File: config.mk
export PLATFORM = sky130hd
export DESIGN_NAME = stop_bit_integer_encoder_top_flat
export DESIGN_NICKNAME = d
export VERILOG_FILES = /design/src/sv/sbie_pkg.sv /design/src/sv/sbie_if.sv /design/src/sv/sbie_front.sv /design/src/sv/sbie_fifo.sv /design/src/sv/sbie_back.sv /design/src/sv/stop_bit_integer_encoder_top.sv /design/src/flat_wrapper.sv
export SDC_FILE = /design/constraint.sdc
export NUM_CORES = 1
export LEC_CHECK = 0
export BUFFER_PORTS_ARGS = -buffer_cell sky130_fd_sc_hd__buf_2
export CORE_MARGIN = 3
export CORE_UTILIZATION = 35
export DETAILED_ROUTE_END_ITERATION = 12
export GPL_TIMING_DRIVEN = 0
export PLACE_DENSITY = 0.49
export SLEW_MARGIN = 20
export SYNTH_ARGS = -nofsm -noshare
export SYNTH_HDL_FRONTEND = slang
export SYNTH_HIERARCHICAL = 1
export SYNTH_SLANG_ARGS = --single-unit
File: constraint.sdc
create_clock -name clk_i -period 22.2 [get_ports clk_i]
set_input_delay 4.44 -clock clk_i [delete_from_list [all_inputs] [get_ports clk_i]]
set_output_delay 4.44 -clock clk_i [all_outputs]
set_load 0.01 [all_outputs]
File: src/sv/sbie_pkg.sv
// Shared types and constants for the stop-bit integer encoder.
package sbie_pkg;

  // Integer type selector carried with each request.
  typedef enum logic [1:0] {
    CMD_UNSIGNED      = 2'd0,
    CMD_SIGNED        = 2'd1,
    CMD_NULL_UNSIGNED = 2'd2,
    CMD_NULL_SIGNED   = 2'd3
  } cmd_e;

  localparam int unsigned VALUE_W   = 64;
  localparam int unsigned GROUP_W   = 7;
  localparam int unsigned MAX_BYTES = 10;
  localparam int unsigned WORD_W    = GROUP_W * MAX_BYTES;
  localparam int unsigned TOP_W     = WORD_W - VALUE_W;
  localparam int unsigned CNT_W     = $clog2(MAX_BYTES + 1);
  localparam int unsigned BYTE_W    = 8;

  localparam int unsigned QDEPTH = 2;
  localparam int unsigned QPTR_W = (QDEPTH > 1) ? $clog2(QDEPTH) : 1;
  localparam int unsigned QCNT_W = $clog2(QDEPTH + 1);

  localparam logic [TOP_W-1:0] TOP_SIGN_FILL = '1;

  // Classified request: the value widened to ten 7-bit groups.
  typedef struct packed {
    logic [WORD_W-1:0] word;
    logic              is_signed;
  } entry_t;

endpackage

File: src/sv/sbie_if.sv
// Valid/ready channel interfaces for the encoder input and output.
interface sbie_in_if import sbie_pkg::*; ();
  logic               valid;
  logic               ready;
  cmd_e               cmd;
  logic [VALUE_W-1:0] value;
  logic               is_null;

  modport source(output valid, cmd, value, is_null, input ready);
  modport sink(input valid, cmd, value, is_null, output ready);
endinterface

interface sbie_out_if import sbie_pkg::*; ();
  logic              valid;
  logic              ready;
  logic [BYTE_W-1:0] out_byte;
  logic              last;

  modport source(output valid, out_byte, last, input ready);
  modport sink(input valid, out_byte, last, output ready);
endinterface

File: src/sv/sbie_front.sv
// Front end: accepts requests and turns each into a 70-bit group word.
module sbie_front import sbie_pkg::*; (
  sbie_in_if.sink in_i,
  output logic   push_valid_o,
  input  logic   push_ready_i,
  output entry_t push_entry_o
);

  logic           sgn;
  logic           nullable;
  logic           neg;
  logic [VALUE_W:0] inc;
  entry_t         entry;

  always_comb begin
    sgn      = (in_i.cmd == CMD_SIGNED) || (in_i.cmd == CMD_NULL_SIGNED);
    nullable = (in_i.cmd == CMD_NULL_UNSIGNED) || (in_i.cmd == CMD_NULL_SIGNED);
    neg      = in_i.value[VALUE_W-1];
    inc      = {1'b0, in_i.value} + {{VALUE_W{1'b0}}, 1'b1};
    entry.is_signed = sgn;
    entry.word      = {{TOP_W{1'b0}}, in_i.value};
    if (nullable && in_i.is_null) begin
      // A null is a zero word with one group, which gives the lone stop byte.
      entry.is_signed = 1'b0;
      entry.word      = '0;
    end else if (sgn) begin
      if (neg) begin
        entry.word = {TOP_SIGN_FILL, in_i.value};
      end else if (nullable) begin
        entry.word = {{TOP_W{1'b0}}, inc[VALUE_W-1:0]};
      end
    end else if (nullable) begin
      entry.word = {{(TOP_W-1){1'b0}}, inc};
    end
  end

  assign in_i.ready   = push_ready_i;
  assign push_valid_o = in_i.valid;
  assign push_entry_o = entry;

endmodule

File: src/sv/sbie_fifo.sv
// Short queue between the front end and the byte serializer.
module sbie_fifo import sbie_pkg::*; (
  input  logic   clk_i,
  input  logic   rst_ni,
  input  logic   push_valid_i,
  output logic   push_ready_o,
  input  entry_t push_entry_i,
  output logic   pop_valid_o,
  input  logic   pop_ready_i,
  output entry_t pop_entry_o
);

  entry_t            mem_q [QDEPTH];
  logic [QPTR_W-1:0] wptr_q, wptr_d;
  logic [QPTR_W-1:0] rptr_q, rptr_d;
  logic [QCNT_W-1:0] cnt_q, cnt_d;
  logic              push;
  logic              pop;

  function automatic logic [QPTR_W-1:0] ptr_next(logic [QPTR_W-1:0] p);
    if (p == QPTR_W'(QDEPTH - 1)) begin
      return '0;
    end
    return p + QPTR_W'(1);
  endfunction

  assign push_ready_o = (cnt_q != QCNT_W'(QDEPTH));
  assign pop_valid_o  = (cnt_q != '0);
  assign pop_entry_o  = mem_q[rptr_q];
  assign push         = push_valid_i && push_ready_o;
  assign pop          = pop_valid_o && pop_ready_i;

  always_comb begin
    wptr_d = push ? ptr_next(wptr_q) : wptr_q;
    rptr_d = pop ? ptr_next(rptr_q) : rptr_q;
    cnt_d  = cnt_q;
    if (push && !pop) begin
      cnt_d = cnt_q + QCNT_W'(1);
    end else if (pop && !push) begin
      cnt_d = cnt_q - QCNT_W'(1);
    end
  end

  always_ff @(posedge clk_i or negedge rst_ni) begin
    if (!rst_ni) begin
      wptr_q <= '0;
      rptr_q <= '0;
      cnt_q  <= '0;
    end else begin
      wptr_q <= wptr_d;
      rptr_q <= rptr_d;
      cnt_q  <= cnt_d;
    end
  end

  always_ff @(posedge clk_i) begin
    if (push) begin
      mem_q[wptr_q] <= push_entry_i;
    end
  end

endmodule

File: src/sv/sbie_back.sv
// Back end: sizes a group word and sends it out one byte per cycle while the receiver is ready.
module sbie_back import sbie_pkg::*; (
  input  logic      clk_i,
  input  logic      rst_ni,
  input  logic      pop_valid_i,
  output logic      pop_ready_o,
  input  entry_t    pop_entry_i,
  sbie_out_if.source out_o
);

  logic [WORD_W-1:0] word_q, word_d;
  logic [CNT_W-1:0]  cnt_q, cnt_d;
  logic [CNT_W-1:0]  size;
  logic              advance;
  logic              load;

  // Fewest groups that hold the word; sign-extension for signed types.
  function automatic logic [CNT_W-1:0] group_count(entry_t e);
    logic [WORD_W-1:0] ones;
    logic [WORD_W-1:0] want;
    logic [CNT_W-1:0]  n;
    ones = '1;
    n    = CNT_W'(MAX_BYTES);
    for (int i = MAX_BYTES - 1; i >= 1; i--) begin
      if (e.is_signed) begin
        want = e.word[WORD_W-1] ? (ones >> (GROUP_W * i - 1)) : '0;
        if ((e.word >> (GROUP_W * i - 1)) == want) begin
          n = CNT_W'(i);
        end
      end else if ((e.word >> (GROUP_W * i)) == '0) begin
        n = CNT_W'(i);
      end
    end
    return n;
  endfunction

  assign size        = group_count(pop_entry_i);
  assign out_o.valid = (cnt_q != '0);
  assign advance     = out_o.valid && out_o.ready;
  assign load        = pop_valid_i && ((cnt_q == '0) || ((cnt_q == CNT_W'(1)) && advance));
  assign pop_ready_o = load;

  assign out_o.last     = (cnt_q == CNT_W'(1));
  assign out_o.out_byte = {out_o.last, word_q[WORD_W-1 -: GROUP_W]};

  always_comb begin
    word_d = word_q;
    cnt_d  = cnt_q;
    if (load) begin
      // Left-align the leading group so it sits in the top seven bits.
      word_d = pop_entry_i.word << (GROUP_W * (MAX_BYTES - int'(size)));
      cnt_d  = size;
    end else if (advance) begin
      word_d = word_q << GROUP_W;
      cnt_d  = cnt_q - CNT_W'(1);
    end
  end

  always_ff @(posedge clk_i or negedge rst_ni) begin
    if (!rst_ni) begin
      cnt_q <= '0;
    end else begin
      cnt_q <= cnt_d;
    end
  end

  always_ff @(posedge clk_i) begin
    word_q <= word_d;
  end

endmodule

File: src/sv/stop_bit_integer_encoder_top.sv
// Top level of the stop-bit integer encoder.
//
//   channel  direction  payload               one request is
//   in_i     sink       cmd, value, is_null   one integer to encode
//   out_o    source     out_byte, last        one encoded byte
//
// An integer produces 1 to 10 bytes and the serializer sends one byte per
// cycle while out_o is ready; when the next integer is already queued, its
// first byte follows its predecessor's last byte with no gap.
// The front end classifies and widens each request in the cycle it is taken;
// the request is stored in the queue and then loaded into the serializer's
// registers, from which its first byte is offered. Reset empties the queue and
// the serializer. A stalled output only fills the two-entry queue before in_i
// drops ready.
module stop_bit_integer_encoder_top import sbie_pkg::*; (
  input  logic       clk_i,
  input  logic       rst_ni,
  sbie_in_if.sink    in_i,
  sbie_out_if.source out_o
);

  // Front end to queue.
  logic   push_valid;
  logic   push_ready;
  entry_t push_entry;

  // Queue to serializer.
  logic   pop_valid;
  logic   pop_ready;
  entry_t pop_entry;

  // The front end widens the value to 70 bits: sign fill for negative signed
  // values and the increment (with its carry) for non-null nullable values that are not negative.
  sbie_front u_front (
    .in_i         (in_i),
    .push_valid_o (push_valid),
    .push_ready_i (push_ready),
    .push_entry_o (push_entry)
  );

  // The queue lets intake continue while a long encoding is still draining.
  sbie_fifo u_fifo (
    .clk_i        (clk_i),
    .rst_ni       (rst_ni),
    .push_valid_i (push_valid),
    .push_ready_o (push_ready),
    .push_entry_i (push_entry),
    .pop_valid_o  (pop_valid),
    .pop_ready_i  (pop_ready),
    .pop_entry_o  (pop_entry)
  );

  // The serializer picks the byte count and emits the groups, most
  // significant first, with the stop bit on the final byte.
  sbie_back u_back (
    .clk_i       (clk_i),
    .rst_ni      (rst_ni),
    .pop_valid_i (pop_valid),
    .pop_ready_o (pop_ready),
    .pop_entry_i (pop_entry),
    .out_o       (out_o)
  );

endmodule

File: src/flat_wrapper.sv
// flat-port wrapper written by rule: the top's interface ports become plain ports
module stop_bit_integer_encoder_top_flat import sbie_pkg::*;
  (clk_i, rst_ni, in_i_valid, in_i_cmd, in_i_value, in_i_is_null, in_i_ready, out_o_valid, out_o_out_byte, out_o_last, out_o_ready);
  sbie_in_if in_i_i ();
  sbie_out_if out_o_i ();
  input  logic clk_i;
  input  logic rst_ni;
  input wire logic [$bits(in_i_i.valid)-1:0] in_i_valid;
  input wire logic [$bits(in_i_i.cmd)-1:0] in_i_cmd;
  input wire logic [$bits(in_i_i.value)-1:0] in_i_value;
  input wire logic [$bits(in_i_i.is_null)-1:0] in_i_is_null;
  output wire logic [$bits(in_i_i.ready)-1:0] in_i_ready;
  output wire logic [$bits(out_o_i.valid)-1:0] out_o_valid;
  output wire logic [$bits(out_o_i.out_byte)-1:0] out_o_out_byte;
  output wire logic [$bits(out_o_i.last)-1:0] out_o_last;
  input wire logic [$bits(out_o_i.ready)-1:0] out_o_ready;
  assign in_i_i.valid = in_i_valid;
  assign in_i_i.cmd = in_i_cmd;
  assign in_i_i.value = in_i_value;
  assign in_i_i.is_null = in_i_is_null;
  assign in_i_ready = in_i_i.ready;
  assign out_o_valid = out_o_i.valid;
  assign out_o_out_byte = out_o_i.out_byte;
  assign out_o_last = out_o_i.last;
  assign out_o_i.ready = out_o_ready;
  stop_bit_integer_encoder_top u_core (.clk_i(clk_i), .rst_ni(rst_ni), .in_i(in_i_i), .out_o(out_o_i));
endmodule
# == Word-level counts from Yosys, hierarchy flattened ==
# Memories as Yosys holds them, arrays and structs flattened.
# Cells that the tools add are included.
# classes
n_shift,1
n_addsub,7
n_mul,1
eq_ne,14
n_reduce_logical,27
mux,56
# ops
operator,count
$logic_not 70->1,9
$mux 70,5
$mux 64,2
$mux 4,27
$eq 8x70->1,1
$shl 70x32->70,1
$add 64x1->65 const B,1
$mux 65,1
$eq 64x64->1,1
$eq 57x57->1,1
$mux 57,1
$eq 50x50->1,1
$mux 50,1
$eq 43x43->1,1
$mux 43,1
$eq 36x36->1,1
$mux 36,1
$eq 29x29->1,1
$mux 29,1
$eq 22x22->1,1
$mux 22,1
$eq 15x15->1,1
$mux 15,1
$mul 4x5->9 const A,1
18 further kinds,43
# totals
ramBits,142
input_bits,71
mem_count,1
regBits,78
output_inout_bits,11
# mem_list
name,words,width,read_ports,rd_clocked_by_memory_dff,wr,line_no,rtl
u_core.u_fifo.mem_q,2,71,1,0,1,sbie_fifo.sv:13,entry_t mem_q [QDEPTH];

# == Longest topological paths before layout ==
# Gate-level depths: netlist of the first run.
# An unclocked memory read counts as a cell.
# logic_depth
depth_word,25
ltp_mapped,40

# == Modules after synthesis ==
# The synthesis of the first run kept the hierarchy.
# modules_own_cells
mod,cells_per_inst,area_per_inst_um2,instances
sbie_back,1130,9371.5,1
sbie_fifo,239,5667.9,1
sbie_front,321,1883.1,1

# == Least setup slack after synthesis of the first run ==
# OpenSTA, ideal clock, no wires.
# synth_path
path_kind,register -> register
startpoint,reg u_core.u_fifo.rptr_q
endpoint,reg u_core.u_back.word_q[60] (data pin)
t_required_ns,21.931
path_buffers,11
path_stages_with_launch,39
setup_slack_ns,13.493
setup_time_ns,0.269
synth_period_minus_slack_ns,8.707
t_arrival_ns,8.438
cell_sequence,dfrtp_1 > buf_6 > buf_12 > mux2_4 > buf_2 > buf_2 > buf_1 > inv_1 > ha_1 > nand3b_1 > o32ai_4 > nand4_1 > nor4_1 > nor2_1 > a311o_1 > buf_6 > buf_2 > buf_4 > (+3 left out) > clkbuf_1 > ha_1 > inv_1 > fa_1 > inv_1 > ha_1 > nor2b_1 > o21ai_0 > nand2b_1 > o21ai_0 > or4b_2 > o211a_1 > buf_2 > nand2_1 > a2bb2o_1 > mux2_2 > a221oi_1 > o21ai_0
# synth_rtl
element,line_no,rtl
from (decl),sbie_fifo.sv:15,"logic [QPTR_W-1:0] rptr_q, rptr_d;"
from (signal assigned),sbie_fifo.sv:51,rptr_q <= rptr_d;
to (signal assigned),sbie_back.sv:68,word_q <= word_d;
to (decl),sbie_back.sv:11,"logic [WORD_W-1:0] word_q, word_d;"

==> results.cfg, run 1 <==
[cells_and_area]
multi_input_area_sq_um = 9500
layout.cells.non_filler = 2427
antenna_cells_inserted = 0
layout-drive-gt1-share = 0.182
num-fill-cells = 4703
finalNetCount = 1893
syn2layout_area_growth_pct = 12.8
seq_cell_area_sq_um = 6570

[worst_setup_path]
timing_worst_setup_path_type = flip-flop to flip-flop
timing.critical_path.fanout_max = 10
cp_required_ns = 22.47
worst_r2r_startpoint = u_core/u_fifo/rptr_q
critical_path_sink_type = flip-flop
worstSetupStartpointType = flip-flop
cp.arrival_ns = 12.73
worst_r2r_endpoint = u_core/u_back/word_q[61]
critical_path_most_common_cell = sky130_fd_sc_hd__ha_1
regToRegSetupSlack_ns = 9.73
worst-r2r-cell-count = 37
cp_slowest_stage_delay_ns = 0.90
critPathSlowestCell = sky130_fd_sc_hd__nor4_2

[die]
vert_die_dim_um = 226
core_sq_um = 47100
io_pins = 82
initial_utilization = 0.359
dieWidth_um = 226
number_of_placement_rows = 79
fp.dieArea_sq_um = 51000

[global_route]
grt_remaining_overflow = 0
grt_max_degree = 55
number_of_global_route_vias_before_repair = 14700
grt_pass1_wl_mm = 99.9
global_route.usage.total = 0.263
antenna_found_initial = 0

[synth]
number_of_enable_type_register_cells_in_the_synthesized_netlist = 212
syn_area_sq_um = 16900
synthTopCellsByCount = sky130_fd_sc_hd__edfxtp_1, sky130_fd_sc_hd__nand2_1, sky130_fd_sc_hd__nor2_1
synth.most_common_cell = sky130_fd_sc_hd__edfxtp_1
synthDominantAreaCellType = sky130_fd_sc_hd__edfxtp_1
synth_async_sr_flop_share = 0.0364
mappedNetlistNets = 1780
ys.warnings.count = 6
synth.top_cell.area_share = 0.376
synthesis.instances = 1690
sequential_cell_area_fraction_in_the_yosys_report = 0.388
dominantRegCellSynth = sky130_fd_sc_hd__edfxtp_1
post_synthesis_cell_type_count = 91
synth.area.top_cells = sky130_fd_sc_hd__edfxtp_1, sky130_fd_sc_hd__mux2_4, sky130_fd_sc_hd__mux4_2
number_of_storage_elements_in_the_synthesis_netlist = 220
synthesis.area_per_instance_sq_um = 10.0

[placement]
post-dp-hpwl_mm = 54.2
gpl.final_weighted_congestion = 1.01
numPortBuffers = 80
placed_cells_incl_taps = 2382

[power]
power.density_nw_per_um2 = 140
peakVddDrop_uv = 44.9
total_power_mw = 2.67
power.leakage_nw = 6.96

[timing]
max_clock_freq_mhz = 80.2
slew_headroom = 0.203
max_slew.worst_pin.slew_ns = 1.19
count_of_final_hold_check_violations = 0
final-max-slew-violation-count = 0
setup_tns_ns = 0
worst_clock_skew_on_the_final_layout_ns = 0.0193
finalCriticalPeriod_ns = 12.47
grt_setup_unrepaired = false
final_min_period_over_clock_period = 0.562
setup_viol = 0

[clocking]
cts_resized = 0
cts_tree = done
post-cts-setup-buffers = 0
numClockSinks = 220
clock_tree.htree_level_count = 1
clock_path_buffers = 3
clock_insertion_delay_worst_skew_ns = 0.56
ctsHoldBuffers = 0
clk_root_buffer_cell = sky130_fd_sc_hd__clkbuf_16
post_cts_clock_slew_at_the_launch_and_capture_registers_of_the_worst_setup_and_hold_paths_ns = 0.06
cts_buffers = 26

[hold_path]
timing.hold.worst.class = flip-flop to flip-flop
timing.hold.worst_endpoint = u_core/u_fifo/cnt_q[1]
timing.hold.worst.start = u_core/u_fifo/cnt_q[1]
timing.hold.worst_path_depth = 1

[drt]
post-route-drc-count = 0
vias = 15200
first_iter_violations = 1752
antenna_left = 0
avgRoutedWirePerCell_um = 28.4
via_per_inst = 6.25
total_wirelength_mm = 68.8
detailedRoute.firstPassIterationCount = 7

[outcome]
run_status = complete, no violations

[run]
maxCapViolations = 0
-- metal layers --
metal,vias up,share of wire,track usage
met4,0,0.058,0.134
li1,6794,-,-
met1,7443,0.41,0.331
met3,186,0.063,0.0367
met2,743,0.47,0.442
met5,-,0,0
-- cell type report --
cell class / instances / share of cell area
sequential: 220 / 0.344
tap: 607 / 0.0398
timing repair buffer: 85 / 0.0278
buffer: 134 / 0.0387
inverter: 41 / 0.00819
multi-input combinational: 1295 / 0.498
clock buffer: 29 / 0.0358
clock inverter: 16 / 0.00826
-- worst max path at each step --
stage,to,start,slack [ns]
floorplan,u_core/u_back/word_q[60],u_core/u_fifo/rptr_q,13.49
global placement,u_core/u_back/word_q[63],u_core/u_fifo/rptr_q,10.0
detailed placement,u_core/u_back/word_q[61],u_core/u_fifo/rptr_q,10.18
CTS,u_core/u_back/word_q[61],u_core/u_fifo/rptr_q,10.11
global route,u_core/u_back/word_q[61],u_core/u_fifo/rptr_q,9.31
finish,u_core/u_back/word_q[61],u_core/u_fifo/rptr_q,9.73
-- flip-flops by register name, indices dropped and copies added, names as in the netlist --
| name | count |
|---|---|
| u_core/u_back/cnt_q | 4 |
| u_core/u_back/word_q | 70 |
| u_core/u_fifo/cnt_q | 2 |
| u_core/u_fifo/mem_q | 142 |
| u_core/u_fifo/rptr_q | 1 |
| u_core/u_fifo/wptr_q | 1 |
-- where the power goes --
group / switching (mW) / total [mW] / internal, mW
combinational: 1.03 / 1.58 / 0.548
sequential: 0.0407 / 0.665 / 0.624
clock: 0.173 / 0.427 / 0.254
-- metrics by stage --
stage / setup WS [ns] / hold WS, ns / area [sq um] / util
6_report: 9.73 / 0.492 / 19100 / 0.405
5_1_grt: 9.31 / 0.505 / 19100 / 0.405
4_1_cts: 10.11 / 0.494 / 19100 / 0.404
3_5_place_dp: 10.18 / 0.486 / 18200 / 0.387
3_3_place_gp: 10.0 / 0.475 / 18100 / 0.384
2_1_floorplan: 13.49 / 0.456 / 16900 / -
-- cell usage in the layout, fill, tap and decap left out, types with 21 or more instances in the layout --
master,Yosys,layout
sky130_fd_sc_hd__mux2i_1,66,66
sky130_fd_sc_hd__nor2_1,123,122
sky130_fd_sc_hd__edfxtp_1,212,212
sky130_fd_sc_hd__nand3_1,68,68
sky130_fd_sc_hd__a211oi_1,21,21
sky130_fd_sc_hd__mux4_2,36,36
sky130_fd_sc_hd__or3_1,36,36
sky130_fd_sc_hd__nand4_1,45,45
sky130_fd_sc_hd__o21ai_0,91,91
sky130_fd_sc_hd__nor3_1,44,44
sky130_fd_sc_hd__a21oi_1,79,79
sky130_fd_sc_hd__or4_1,21,21
sky130_fd_sc_hd__mux2_4,69,69
sky130_fd_sc_hd__inv_1,38,37
sky130_fd_sc_hd__clkbuf_1,75,77
sky130_fd_sc_hd__buf_2,10,90
sky130_fd_sc_hd__clkbuf_16,0,27
sky130_fd_sc_hd__a22o_1,21,21
sky130_fd_sc_hd__nor4_1,30,27
sky130_fd_sc_hd__nand2_1,164,164
sky130_fd_sc_hd__mux2_2,27,27
sky130_fd_sc_hd__xor2_1,34,34
sky130_fd_sc_hd__a22oi_1,31,31
-- critical path: cells and delay by family (launching register included) --
family                   cells  cell delay [ns]
AND/OR/NAND/NOR              7             2.66
XOR/XNOR                     1             0.11
adder cells (fa/ha/maj)      5             1.66
flip-flops                   1             0.37
multiplexers                 1             0.30
AO/OA/AOI/OAI                8             2.73
buffers and inverters       15             4.27
-- logic make-up after synthesis --
| logic type | Yosys count | synth area share |
|---|---|---|
| xor gates and xnor gates | 53 | 0.0274 |
| muxes | 198 | 0.166 |
| adders and majority gates | 19 | 0.0154 |
| DFF | 220 | 0.388 |
| and+or+nand+nor | 626 | 0.188 |
| AOI/OAI and AO/OA | 399 | 0.162 |
| buffers and inverters | 175 | 0.0527 |
Note: power is estimated with default switching activity, not from simulation.
==> run 2: changes to the inputs <==
--- a/config.mk
+++ b/config.mk
@@ -10,7 +10,7 @@
 export CORE_UTILIZATION = 35
 export DETAILED_ROUTE_END_ITERATION = 12
 export GPL_TIMING_DRIVEN = 0
-export PLACE_DENSITY = 0.49
+export PLACE_DENSITY = 0.51
 export SLEW_MARGIN = 20
 export SYNTH_ARGS = -nofsm -noshare
 export SYNTH_HDL_FRONTEND = slang
==> constraint.sdc (replaced) <==
create_clock -name clk_i -period 11.1 [get_ports clk_i]
set_input_delay 2.22 -clock clk_i [delete_from_list [all_inputs] [get_ports clk_i]]
set_output_delay 2.22 -clock clk_i [all_outputs]
set_load 0.01 [all_outputs]
==> results.cfg, run 2 (synthesis gave the netlist of run 1 again) <==
[outcome]
run_status = complete, no violations

[die]
core_sq_um = 47100
dieWidth_um = 226
initial_utilization = 0.359
vert_die_dim_um = 226
number_of_placement_rows = 79
fp.dieArea_sq_um = 51000
io_pins = 82

[timing]
max_slew.worst_pin.slew_ns = 1.10
worst_clock_skew_on_the_final_layout_ns = 0.0403
max_clock_freq_mhz = 92.6
count_of_final_hold_check_violations = 0
final-max-slew-violation-count = 0
grt_setup_unrepaired = false
finalCriticalPeriod_ns = 10.80
final_min_period_over_clock_period = 0.973
slew_headroom = 0.262
setup_viol = 0

[cells_and_area]
layout-drive-gt1-share = 0.189
layout.cells.non_filler = 2426
top_regs = u_core/u_fifo/mem_q (142), u_core/u_back/word_q (70), u_core/u_back/cnt_q (4)
postLayoutCellArea_sq_um = 19100
max_flop_register = u_core/u_fifo/mem_q
seq_cell_area_sq_um = 6570
syn2layout_area_growth_pct = 12.6
largest_reg_flops = 142
antenna_cells_inserted = 0
multi_input_area_sq_um = 9550
layout.cells.most_common_list = sky130_fd_sc_hd__edfxtp_1, sky130_fd_sc_hd__nand2_1, sky130_fd_sc_hd__nor2_1
mostFrequentLayoutCell = sky130_fd_sc_hd__edfxtp_1
finalNetCount = 1892
num-fill-cells = 4676

[run]
maxCapViolations = 0

[power]
power.leakage_nw = 6.95
power.density_nw_per_um2 = 278
peakVddDrop_uv = 120

[global_route]
global_route.usage.total = 0.267
grt_remaining_overflow = 0
antenna_found_initial = 1
number_of_global_route_vias_before_repair = 14600
grt_pass1_wl_mm = 101
grt_max_degree = 56

[clocking]
cts_tree = done
clock_path_buffers = 3
clock_insertion_delay_worst_skew_ns = 0.56
clk_root_buffer_cell = sky130_fd_sc_hd__clkbuf_16
ctsHoldBuffers = 0
post-cts-setup-buffers = 0
numClockSinks = 220
clock_tree.htree_level_count = 1
cts_resized = 10
cts_buffers = 25
post_cts_clock_slew_at_the_launch_and_capture_registers_of_the_worst_setup_and_hold_paths_ns = 0.05

[hold_path]
timing.hold.worst.class = flip-flop to flip-flop

[worst_setup_path]
cp_slowest_stage_delay_ns = 0.74
critPathSlowestCell = sky130_fd_sc_hd__nor3_1
timing.critical_path.fanout_max = 19
worstSetupStartpointType = flip-flop
critical_path_sink_type = flip-flop
cp_required_ns = 11.42
cp.arrival_ns = 11.12
timing_worst_setup_path_type = flip-flop to flip-flop

[placement]
gpl.final_weighted_congestion = 1.02
placed_cells_incl_taps = 2383
place_area_sq_um = 18200
post-dp-hpwl_mm = 54.9
numPortBuffers = 80

[drt]
avgRoutedWirePerCell_um = 28.6
first_iter_violations = 1533
vias = 15200
post-route-drc-count = 0
antenna_left = 0
total_wirelength_mm = 69.4
via_per_inst = 6.26
detailedRoute.firstPassIterationCount = 8
[run 2: layout make-up]
type	instances	share of cell area
flip-flops and latches	220	0.345
plain buffers	133	0.0391
multi-input cells	1295	0.501
well taps	607	0.0399
inverters	41	0.00834
clock inverters	10	0.00420
clock buffers	34	0.0346
repair buffers	86	0.0284
[run 2: where the power goes]
part | switching [mW] | leakage [nW] | internal (mW)
Combinational | 2.10 | 4.45 | 1.10
Clock | 0.332 | 0.362 | 0.438
Sequential | 0.0831 | 2.13 | 1.25
[run 2: worst paths after layout]
kind,startpoint,to,slack [ns],depth (start not counted)
hold reg to reg,u_core/u_fifo/cnt_q[1],u_core/u_fifo/cnt_q[1],0.49,1
setup / recovery,u_core/u_fifo/rptr_q,u_core/u_back/word_q[69],0.30,32
max in group asynchronous,rst_ni,u_core/u_back/cnt_q[1],9.39,1
setup reg to reg,u_core/u_fifo/rptr_q,u_core/u_back/word_q[69],0.30,32
hold / removal,u_core/u_fifo/cnt_q[1],u_core/u_fifo/cnt_q[1],0.49,1
min in group asynchronous,rst_ni,u_core/u_back/cnt_q[0],1.53,1
[run 2: routing by layer]
layer,part of all wire,track usage,vias up
li1,-,-,6788
met1,0.40,0.334,7409
met2,0.47,0.446,796
met3,0.071,0.0432,191
met4,0.061,0.141,2
met5,0.00022,0,-
[run 2: stage by stage]
stage	hold slack (ns)	utilization	setup TNS (ns)	power, mW	setup slack [ns]
detailed placement	0.492	0.387	-20.59	4.44	-0.784
finish	0.495	0.404	0	5.30	0.300
floorplan	0.456	-	0	3.27	2.39
global route	0.530	0.404	0	5.51	0.00990
CTS	0.502	0.403	0	5.24	0.277
global placement	0.473	0.384	-23.18	4.43	-0.990
[run 2: worst max-delay path: cells and delay by family (launching register included)]
kind	cells	cell delay [ns]
AO/OA/AOI/OAI	6	2.06
XOR/XNOR	1	0.61
adder cells (fa/ha/maj)	5	1.97
buffers and inverters	13	3.05
flip-flops	1	0.37
multiplexers	1	0.29
AND/OR/NAND/NOR	6	2.14
==> run 3: changes to the inputs <==
--- a/config.mk
+++ b/config.mk
@@ -10,9 +10,7 @@
 export CORE_UTILIZATION = 35
 export DETAILED_ROUTE_END_ITERATION = 12
 export GPL_TIMING_DRIVEN = 0
-export PLACE_DENSITY = 0.51
 export SLEW_MARGIN = 20
 export SYNTH_ARGS = -nofsm -noshare
 export SYNTH_HDL_FRONTEND = slang
-export SYNTH_HIERARCHICAL = 1
 export SYNTH_SLANG_ARGS = --single-unit
==> results.cfg, run 3 <==
[synth]
synth_fa_ha_area_frac = 0.0147
synth-compound-area-share = 0.176
ys.warnings.count = 0
dominantRegCellSynth = sky130_fd_sc_hd__edfxtp_1
synth.top_cell.area_share = 0.345
synth.most_common_cell = sky130_fd_sc_hd__edfxtp_1
synth_async_sr_flop_share = 0.0377
synthMuxAreaShare = 0.194
synthTopCellsByCount = sky130_fd_sc_hd__edfxtp_1, sky130_fd_sc_hd__nand2_1, sky130_fd_sc_hd__nor2_1
mappedNetlistNets = 1879
synth.area.top_cells = sky130_fd_sc_hd__edfxtp_1, sky130_fd_sc_hd__mux4_2, sky130_fd_sc_hd__mux2i_1
number_of_enable_type_register_cells_in_the_synthesized_netlist = 204
synth_simple_gate_area_share = 0.177
number_of_storage_elements_in_the_synthesis_netlist = 212
post_synthesis_cell_type_count = 103
sequential_cell_area_fraction_in_the_yosys_report = 0.356
syn_area_sq_um = 17700
main_combinational_cell_family_by_area_after_synthesis = multiplexers
synthesis.area_per_instance_sq_um = 9.92
synthDominantAreaCellType = sky130_fd_sc_hd__edfxtp_1
synthesis.instances = 1789
xor_xnor_fraction_of_synth_area = 0.0321

[drt]
total_wirelength_mm = 84.1
avgRoutedWirePerCell_um = 32.5
via_per_inst = 6.58
first_iter_violations = 1889
post-route-drc-count = 0
detailedRoute.firstPassIterationCount = 6
antenna_left = 0
vias = 17000

[global_route]
layer_with_the_highest_usage_after_global_routing = met2
global_route.usage.total = 0.307
grt_max_degree = 50
gr-usage-met2 = 0.496
antenna_found_initial = 0
grt_pass1_wl_mm = 120
groute.layer.met1.usage = 0.384
gr-usage-met3 = 0.0493
number_of_global_route_vias_before_repair = 16700
grt_remaining_overflow = 0

[die]
number_of_placement_rows = 81
core_sq_um = 49600
io_pins = 82
fp.dieArea_sq_um = 53400
dieWidth_um = 231
vert_die_dim_um = 231
initial_utilization = 0.358

[cells_and_area]
layout.cells.non_filler = 2584
max_flop_register = u_core.u_fifo.mem_q
finish.utilization = 0.408
syn2layout_area_growth_pct = 13.9
multi_input_area_sq_um = 10800
layout-drive-gt1-share = 0.206
seq_cell_area_sq_um = 6330
top_regs = u_core.u_fifo.mem_q (134), u_core.u_back.word_q (70), u_core.u_back.cnt_q (4)
antenna_cells_inserted = 0
num-fill-cells = 4894
postLayoutCellArea_sq_um = 20200
layout.cells.most_common_list = sky130_fd_sc_hd__edfxtp_1, sky130_fd_sc_hd__nand2_1, sky130_fd_sc_hd__nor2_1
mostFrequentLayoutCell = sky130_fd_sc_hd__edfxtp_1
finalNetCount = 1992
largest_reg_flops = 134

[clocking]
ctsHoldBuffers = 0
clock_insertion_delay_worst_skew_ns = 0.57
cts_buffers = 24
post_cts_clock_slew_at_the_launch_and_capture_registers_of_the_worst_setup_and_hold_paths_ns = 0.06
cts_tree = done
clock_path_buffers = 3
numClockSinks = 212
clock_tree.htree_level_count = 1
clk_root_buffer_cell = sky130_fd_sc_hd__clkbuf_16

[placement]
placed_cells_incl_taps = 2538
gpl.final_weighted_congestion = 0.994
post-dp-hpwl_mm = 67.9
numPortBuffers = 81
place_area_sq_um = 19100

[timing]
max_clock_freq_mhz = 91.2
final_min_period_over_clock_period = 0.988
count_of_final_hold_check_violations = 0
slew_headroom = 0.146
grt_setup_unrepaired = true
finalCriticalPeriod_ns = 10.97
worst_clock_skew_on_the_final_layout_ns = 0.0253
max_slew.worst_pin.slew_ns = 1.27
final-max-slew-violation-count = 0
setup_viol = 0

[outcome]
run_status = complete, no violations

[worst_setup_path]
worstSetupStartpointType = flip-flop
cp_slowest_stage_delay_ns = 0.68
critical_path_sink_type = flip-flop
timing.critical_path.fanout_max = 10
critPathSlowestCell = sky130_fd_sc_hd__clkdlybuf4s15_1
cp.arrival_ns = 11.24
cp_required_ns = 11.37
timing_worst_setup_path_type = flip-flop to flip-flop

[run]
maxCapViolations = 0

[hold_path]
timing.hold.worst.class = flip-flop to flip-flop
## run 3: cell types whose count changed in the layout (fill, tap and decap cells not counted), moves of 13 or more
cell / change
sky130_fd_sc_hd__clkbuf_1: -19
sky130_fd_sc_hd__mux2_2: +32
sky130_fd_sc_hd__mux2_4: -66
sky130_fd_sc_hd__mux2i_1: +36
sky130_fd_sc_hd__mux4_2: +36
sky130_fd_sc_hd__nand4_1: -13
sky130_fd_sc_hd__nor2_1: +28
sky130_fd_sc_hd__nor3_1: +20
sky130_fd_sc_hd__o211ai_1: +16
sky130_fd_sc_hd__o21ai_0: -16
sky130_fd_sc_hd__or4_1: -15
## run 3: cell type report
class	count	area share
multi-input cells	1409	0.533
inverters	39	0.00762
plain buffers	128	0.0376
well taps	664	0.0411
clock buffers	25	0.0310
repair buffers	88	0.0265
flip-flops and latches	212	0.313
clock inverters	19	0.0102
## run 3: worst paths after layout
check                                  startpoint                  endpoint  slack, ns  cells past startpoint
min                        u_core.u_back.cnt_q[3]    u_core.u_back.cnt_q[3]       0.51                      2
min in group asynchronous                  rst_ni      u_core.u_fifo.rptr_q       1.52                      1
max                          u_core.u_fifo.rptr_q  u_core.u_back.word_q[68]       0.13                     37
max in group asynchronous                  rst_ni    u_core.u_back.cnt_q[1]       9.38                      1
min reg2reg                u_core.u_back.cnt_q[3]    u_core.u_back.cnt_q[3]       0.51                      2
max reg2reg                  u_core.u_fifo.rptr_q  u_core.u_back.word_q[68]       0.13                     37
## run 3: what timing repair did
item	in CTS	in global routing
buffers inserted	2	1
gates resized for setup	32	32
setup endpoints to repair	70	47
gates cloned	0	0
pin swaps	1	0
## run 3: logic make-up after synthesis
family | after synthesis
XOR/XNOR | 65
AO/OA/AOI/OAI | 446
AND/OR/NAND/NOR | 636
multiplexers | 243
buffers and inverters | 168
adder cells (fa/ha/maj) | 19
flip-flops | 212
## run 3: metal layers
layer / up-vias / part of all wire
li1: 7258 / -
met3: 307 / 0.076
met5: - / 0
met1: 8393 / 0.39
met4: 0 / 0.078
met2: 1050 / 0.45
## run 3: through the flow
stage | setup WS [ns] | hold WS, ns | setup TNS, ns
2_1_floorplan | 2.06 | 0.461 | 0
3_3_place_gp | -2.60 | 0.475 | -125.48
3_5_place_dp | -2.45 | 0.506 | -121.85
4_1_cts | 0.0700 | 0.515 | 0
5_1_grt | -0.0355 | 0.528 | -0.0393
6_report | 0.130 | 0.509 | 0
## run 3: worst max-delay path: cells and delay by family (launching register included)
family,cells,cell delay [ns]
xor gates and xnor gates,1,0.12
adders and majority gates,3,1.02
DFF,1,0.35
muxes,1,0.54
AOI/OAI and AO/OA,8,2.35
buffers and inverters,20,5.17
and+or+nand+nor,4,1.05
Power of run 3 is left out: the tool's default activity adds up to more than one toggle a clock period on the data nets, which glitch-free logic cannot reach.
